File: src/design/odg2_pkg.sv
// Types, codes and the threshold compare shared by the ordered dither quantizer.
`timescale 1ns / 1ps
`default_nettype none

package odg2_pkg;

    localparam int PIXELS_PER_BYTE = 4;
    localparam int CFG_IDX_W       = 1;
    localparam int SIZE_REG_W      = 5;

    // input word kinds
    localparam logic ACT_PIXEL      = 1'b0;
    localparam logic ACT_MASK_WRITE = 1'b1;

    // configuration register indexes
    localparam logic [CFG_IDX_W-1:0] CFG_MASK_HEIGHT = 1'd0;
    localparam logic [CFG_IDX_W-1:0] CFG_MASK_WIDTH  = 1'd1;

    typedef struct packed {
        logic       action;
        logic [7:0] gray;
        logic       frame_start;
        logic       row_end;
        logic [3:0] entry_row;
        logic [3:0] entry_col;
        logic [7:0] thr_low;
        logic [7:0] thr_mid;
        logic [7:0] thr_high;
    } t_in_word;

    typedef struct packed {
        logic [7:0] packed_res;
        logic       last_of_row;
    } t_out_word;

    typedef struct packed {
        logic [7:0] thr_high;
        logic [7:0] thr_mid;
        logic [7:0] thr_low;
    } t_entry;

    typedef struct packed {
        logic [7:0] gray;
        logic       frame_start;
        logic       row_end;
    } t_pix_ctl;

    // the thr_high compare has priority, then thr_mid, then thr_low, whatever the ordering of the three values
    function automatic logic [1:0] quantize(input logic [7:0] g, input t_entry e);
        logic [1:0] lvl;
        if (g > e.thr_high) begin
            lvl = 2'd3;
        end else if (g > e.thr_mid) begin
            lvl = 2'd2;
        end else if (g > e.thr_low) begin
            lvl = 2'd1;
        end else begin
            lvl = 2'd0;
        end
        return lvl;
    endfunction

endpackage

`default_nettype wire

File: src/design/odg2_pack.sv
// Level compare, four-to-a-byte packing and the output register.
`timescale 1ns / 1ps
`default_nettype none

module odg2_pack (
    input  wire logic                i_clk,
    input  wire logic                i_rst_n,
    input  wire logic                i_valid,
    input  wire odg2_pkg::t_pix_ctl  i_ctl,
    input  wire odg2_pkg::t_entry    i_entry,
    output logic                     o_ready,
    output logic                     o_out_valid,
    input  wire logic                i_out_stall,
    output odg2_pkg::t_out_word      o_out_data
);

    logic [1:0] r_slot;
    logic [5:0] r_pend;
    logic       r_out_valid;
    odg2_pkg::t_out_word r_out_data;

    logic [1:0] slot_eff;
    logic [5:0] pend_eff;
    logic [1:0] lvl;
    logic [7:0] acc;
    logic       emit;
    logic       fire;
    logic [2:0] shamt;

    always_comb begin
        // frame start drops any half-filled byte
        slot_eff = i_ctl.frame_start ? 2'd0 : r_slot;
        pend_eff = i_ctl.frame_start ? 6'd0 : r_pend;
        lvl      = odg2_pkg::quantize(i_ctl.gray, i_entry);
        acc      = {pend_eff, lvl};
        emit     = (slot_eff == 2'(odg2_pkg::PIXELS_PER_BYTE - 1)) || i_ctl.row_end;
        shamt    = {~slot_eff, 1'b0};
    end

    assign o_ready = !r_out_valid || !i_out_stall;
    assign fire    = i_valid && o_ready;

    always_ff @(posedge i_clk) begin
        if (!i_rst_n) begin
            r_slot <= 2'd0;
            r_pend <= 6'd0;
        end else if (fire) begin
            if (emit) begin
                r_slot <= 2'd0;
                r_pend <= 6'd0;
            end else begin
                r_slot <= slot_eff + 2'd1;
                r_pend <= acc[5:0];
            end
        end
    end

    always_ff @(posedge i_clk) begin
        if (!i_rst_n) begin
            r_out_valid <= 1'b0;
        end else if (fire && emit) begin
            r_out_valid <= 1'b1;
        end else if (!i_out_stall) begin
            r_out_valid <= 1'b0;
        end
    end

    always_ff @(posedge i_clk) begin
        if (fire && emit) begin
            r_out_data.packed_res  <= acc << shamt;
            r_out_data.last_of_row <= i_ctl.row_end;
        end
    end

    assign o_out_valid = r_out_valid;
    assign o_out_data  = r_out_data;

endmodule

`default_nettype wire

File: config.mk
export PLATFORM = sky130hd
export DESIGN_NAME = odg2_pack
export DESIGN_NICKNAME = d
export VERILOG_FILES = /design/src/design/odg2_pkg.sv /design/src/design/odg2_pack.sv
export SDC_FILE = /design/constraint.sdc
export NUM_CORES = 1
export LEC_CHECK = 0
export ABC_AREA = 1
export BUFFER_PORTS_ARGS = -buffer_cell sky130_fd_sc_hd__buf_2
export CORE_MARGIN = 2
export CORE_UTILIZATION = 45
export CTS_CLUSTER_SIZE = 24
export DETAILED_ROUTE_END_ITERATION = 16
export PLACE_DENSITY = 0.81
export REMOVE_ABC_BUFFERS = 1
export SYNTH_ARGS = -nofsm -noshare
export SYNTH_HDL_FRONTEND = slang
export SYNTH_SLANG_ARGS = --single-unit
File: constraint.sdc
create_clock -name i_clk -period 1.6 [get_ports i_clk]
set_input_delay 0.32 -clock i_clk [delete_from_list [all_inputs] [get_ports i_clk]]
set_output_delay 0.32 -clock i_clk [all_outputs]
set_load 0.01 [all_outputs]
==> summary.md <==
| Metric | Value |
|---|---|
| Final wirelength | roughly 2700 um |
| Setup Fix Bufs, Post-CTS | 0 |
| Final period util | between 90% and 100% |
| Async set-reset flop share out of synthesis | 0% |
| Dominant cell type by area after synthesis | ha_1 |
| Placed Cells | about 300 |
| Fin crit period | about 1.5 ns |
| #FFs+latches synth | 18 |
| Area contributors post-synth | ha_1 (21%), edfxtp_1 (18%), dfxtp_1 (12%), nand2_1 (12%), inv_1 (9.5%) |
| Max-capacitance violation count | 0 |
| Reg2reg start | r_slot[1]$_SDFFE_PN0P_ |
| # IOs | roughly 50 |
| Clock Power Share | between 20% and 30% |
| Fin area | 1840 um2 |
| RSZ-0062 raised after global routing | no |
| Clock slew at reported path FFs | 0.09 ns |
| Routed wire per std cell | between 9 and 10 um |
| Initial antenna violation count | 0 |
| Peak Freq | roughly 680 MHz |
| Number of antenna diodes | 0 |
| Setup tns final | 0 ns |
| Sequential power share | 48.2% |
| Worst path cell trace | buf_2, ha_1, nand2_1, nor2_1, nand3_1, nor2_1, a21oi_2, nand2_2, nand3_1, nand3_1, nand2_1 |
| Max clock buf depth | 2 |
| Crit path from | i_ctl[9] |
| Final nets | between 300 and 400 |
| Min-delay src | i_ctl[0] |
| CP Capture Type | flip-flop |
| WP data required | around 1.7 ns |
| Worst hold path type | in -> reg |
| Peak supply drop | 0.000219 V |
| Crit path kind | in -> reg |
| Clk_skew | about 0.0013 ns |
| Sink Count | 18 |
| GRT Overall Usage | between 15 and 20% |
| TritonRoute pass-1 iters | 4 |
| Arrival time at the worst endpoint | roughly 1.5 ns |
| Slew Limit Fails | 0 |
| Lkg Pwr | 0.986 nW |
| Slowest-stage cell, CP | ha_1 |
| Post-detailed-route via-to-cell ratio | 4.55 |
| Initial Utilization | 47.6% |
| PortBufs | between 40 and 50 |
| Layout area overhead | 25.6% |
| Final RePlAce weighted congestion | between 0.8 and 0.9 |
| Worst skew pair latency | about 0.29 ns |
| Final setup violation count | 0 |
| YS warnings | 0 |
| Final Hold Fails | 0 |
| Vias | ~1,400 |
| Post-synth top cells | nand2_1 (48), inv_1 (37), ha_1 (25) |
| DRC viols | 0 |
| Power Density | roughly 570 nW/um2 |
| Core area | about 3000 um2 |
| Hpwl dp | ~2400 um |
| Share of layout cells above drive strength 1 | roughly 29% |
| FP Rows | 20 |
| Syn_area_per_cell | 7.55 um2 |
| Post-route ant nets | 0 |
| Layout Cells excl Fill | between 200 and 300 |
| Die Area | 3730 um2 |
| Status | finished clean |
| Tightest Pin Transition | ~0.33 ns |
| Cell with the most instances after synthesis | nand2_1 |
| Largest net degree at the start of global routing | 11 |
| Seq/Total Area, Yosys | 30.8% |
| Die Y | approximately 60 um |
| Hold buffers post-CTS | 0 |
| Post-synth EDFFs | 9 |
| Total grt overflow | 0 |
| CP max FO | 3 |
| CTS buffer count | 3 |
| Post-synth top area share | between 20% and 30% |
| Post_cts resized | 0 |
| Number of global-route vias before repair | roughly 1,100 |
| H-tree Lvls | 1 |
| Initial drt markers | 30 |
| Post-Synthesis Cells | about 190 |
| Psw | 315 uW |
| First-pass GRT wire length | roughly 4500 um |
| TritonCTS clock tree | yes |
| Most frequent CP cell | nand3_1 |
| Synth Flop Type | edfxtp_1 |
| CTS root buf | clkbuf_4 |
| Placed instance area | approximately 1800 um2 |
| FF-to-FF setup slack | ~0.13 ns |
| Combinational Power Share | a little over 30% |
| Mapped Area | ~1500 um2 |
| CP Launch Type | input pin |
| Sw Share | between 20% and 30% |
| Internal power | roughly 740 uW |
| Max transition margin | roughly 80% |
| Synth cell types | 24 |
| CP max stage delay | just under 0.3 ns |
| # fillers | ~290 |
| Hold WS | 0.269 ns |
| Die W | 61.0 um |
==> cell type report <==
cell class              count  area, um2  share of cell area, %
clock buffers               3       22.5                   1.23
clock inverters             1       3.75                  0.204
inverters                  38        143                   7.76
multi-input cells         138        871                   47.4
flip-flops and latches     18        450                   24.5
well taps                  44       55.1                   3.00
repair buffers             55        293                   15.9
==> path summary, 6_finish.rpt <==
path                            cells past startpoint                       to
worst max register to register                      6  o_out_data[6]$_DFFE_PP_
worst max-delay path                               11  o_out_data[7]$_DFFE_PP_
worst min-delay path                                1  o_out_data[0]$_DFFE_PP_
worst min register to register                      2   r_pend[1]$_SDFFE_PN0P_
==> power groups by stage <==
stage	logic, mW	clock network, mW	registers (mW)
after global placement	0.320	0	0.519
after detailed placement	0.328	0	0.520
final	0.326	0.220	0.509
after CTS	0.329	0.227	0.509
after floorplan	0.192	0	0.528
after global routing	0.380	0.246	0.511
==> layout by cell type, fill, tap and decap left out <==
cell type / instances
nor2_1: 17
o21ai_0: 2
nand2_4: 1
nand3_1: 7
nand2_2: 6
o21ai_1: 1
nand4_1: 2
nor2_2: 2
a21o_2: 1
o21a_1: 2
clkinv_1: 2
a21oi_1: 15
nand2_1: 48
a22oi_1: 2
clkbuf_4: 3
ha_1: 25
o21ai_2: 1
edfxtp_1: 9
nor3_4: 1
buf_2: 48
o211ai_1: 1
inv_1: 37
dfxtp_1: 9
a21oi_2: 2
nor2_8: 1
o22ai_1: 1
buf_4: 7
==> worst max-delay path: cells and delay by family <==
kind                       cells  cell delay (ns)
and+or+nand+nor                8             0.76
adders and majority gates      1             0.29
buffers and inverters          1             0.12
AOI/OAI and AO/OA              1             0.06
==> registers in the layout (all words and copies together), names as in the netlist <==
register     cells
r_pend           6
o_out_data       9
o_out_valid      1
r_slot           2
==> stage by stage <==
| stage | util [%] | setup WS (ns) | total power [mW] |
|---|---|---|---|
| after floorplan | - | -0.132 | 0.720 |
| after global placement | 58.9 | -0.150 | 0.839 |
| after detailed placement | 58.9 | -0.189 | 0.848 |
| after CTS | 59.7 | 0.118 | 1.07 |
| after global routing | 59.7 | 0.00853 | 1.14 |
| final | 59.7 | 0.121 | 1.05 |
==> cells by family (layout without fill, tap and decap cells) <==
kind of cell / after synthesis / in the layout / synth area share [%]
AOI/OAI and AO/OA: 28 / 28 / 11.5
DFF: 18 / 18 / 30.8
and+or+nand+nor: 85 / 85 / 26.6
buffers and inverters: 38 / 97 / 9.74
adders and majority gates: 25 / 25 / 21.4
==> per-layer routing <==
metal / routed length, um / global-route usage, %
met5: 0 / 0
met4: 46 / 6.52
met3: 128 / 3.15
met2: 1280 / 26.9
met1: 1270 / 20.5
No activity file was read; power rests on OpenSTA's default activity.
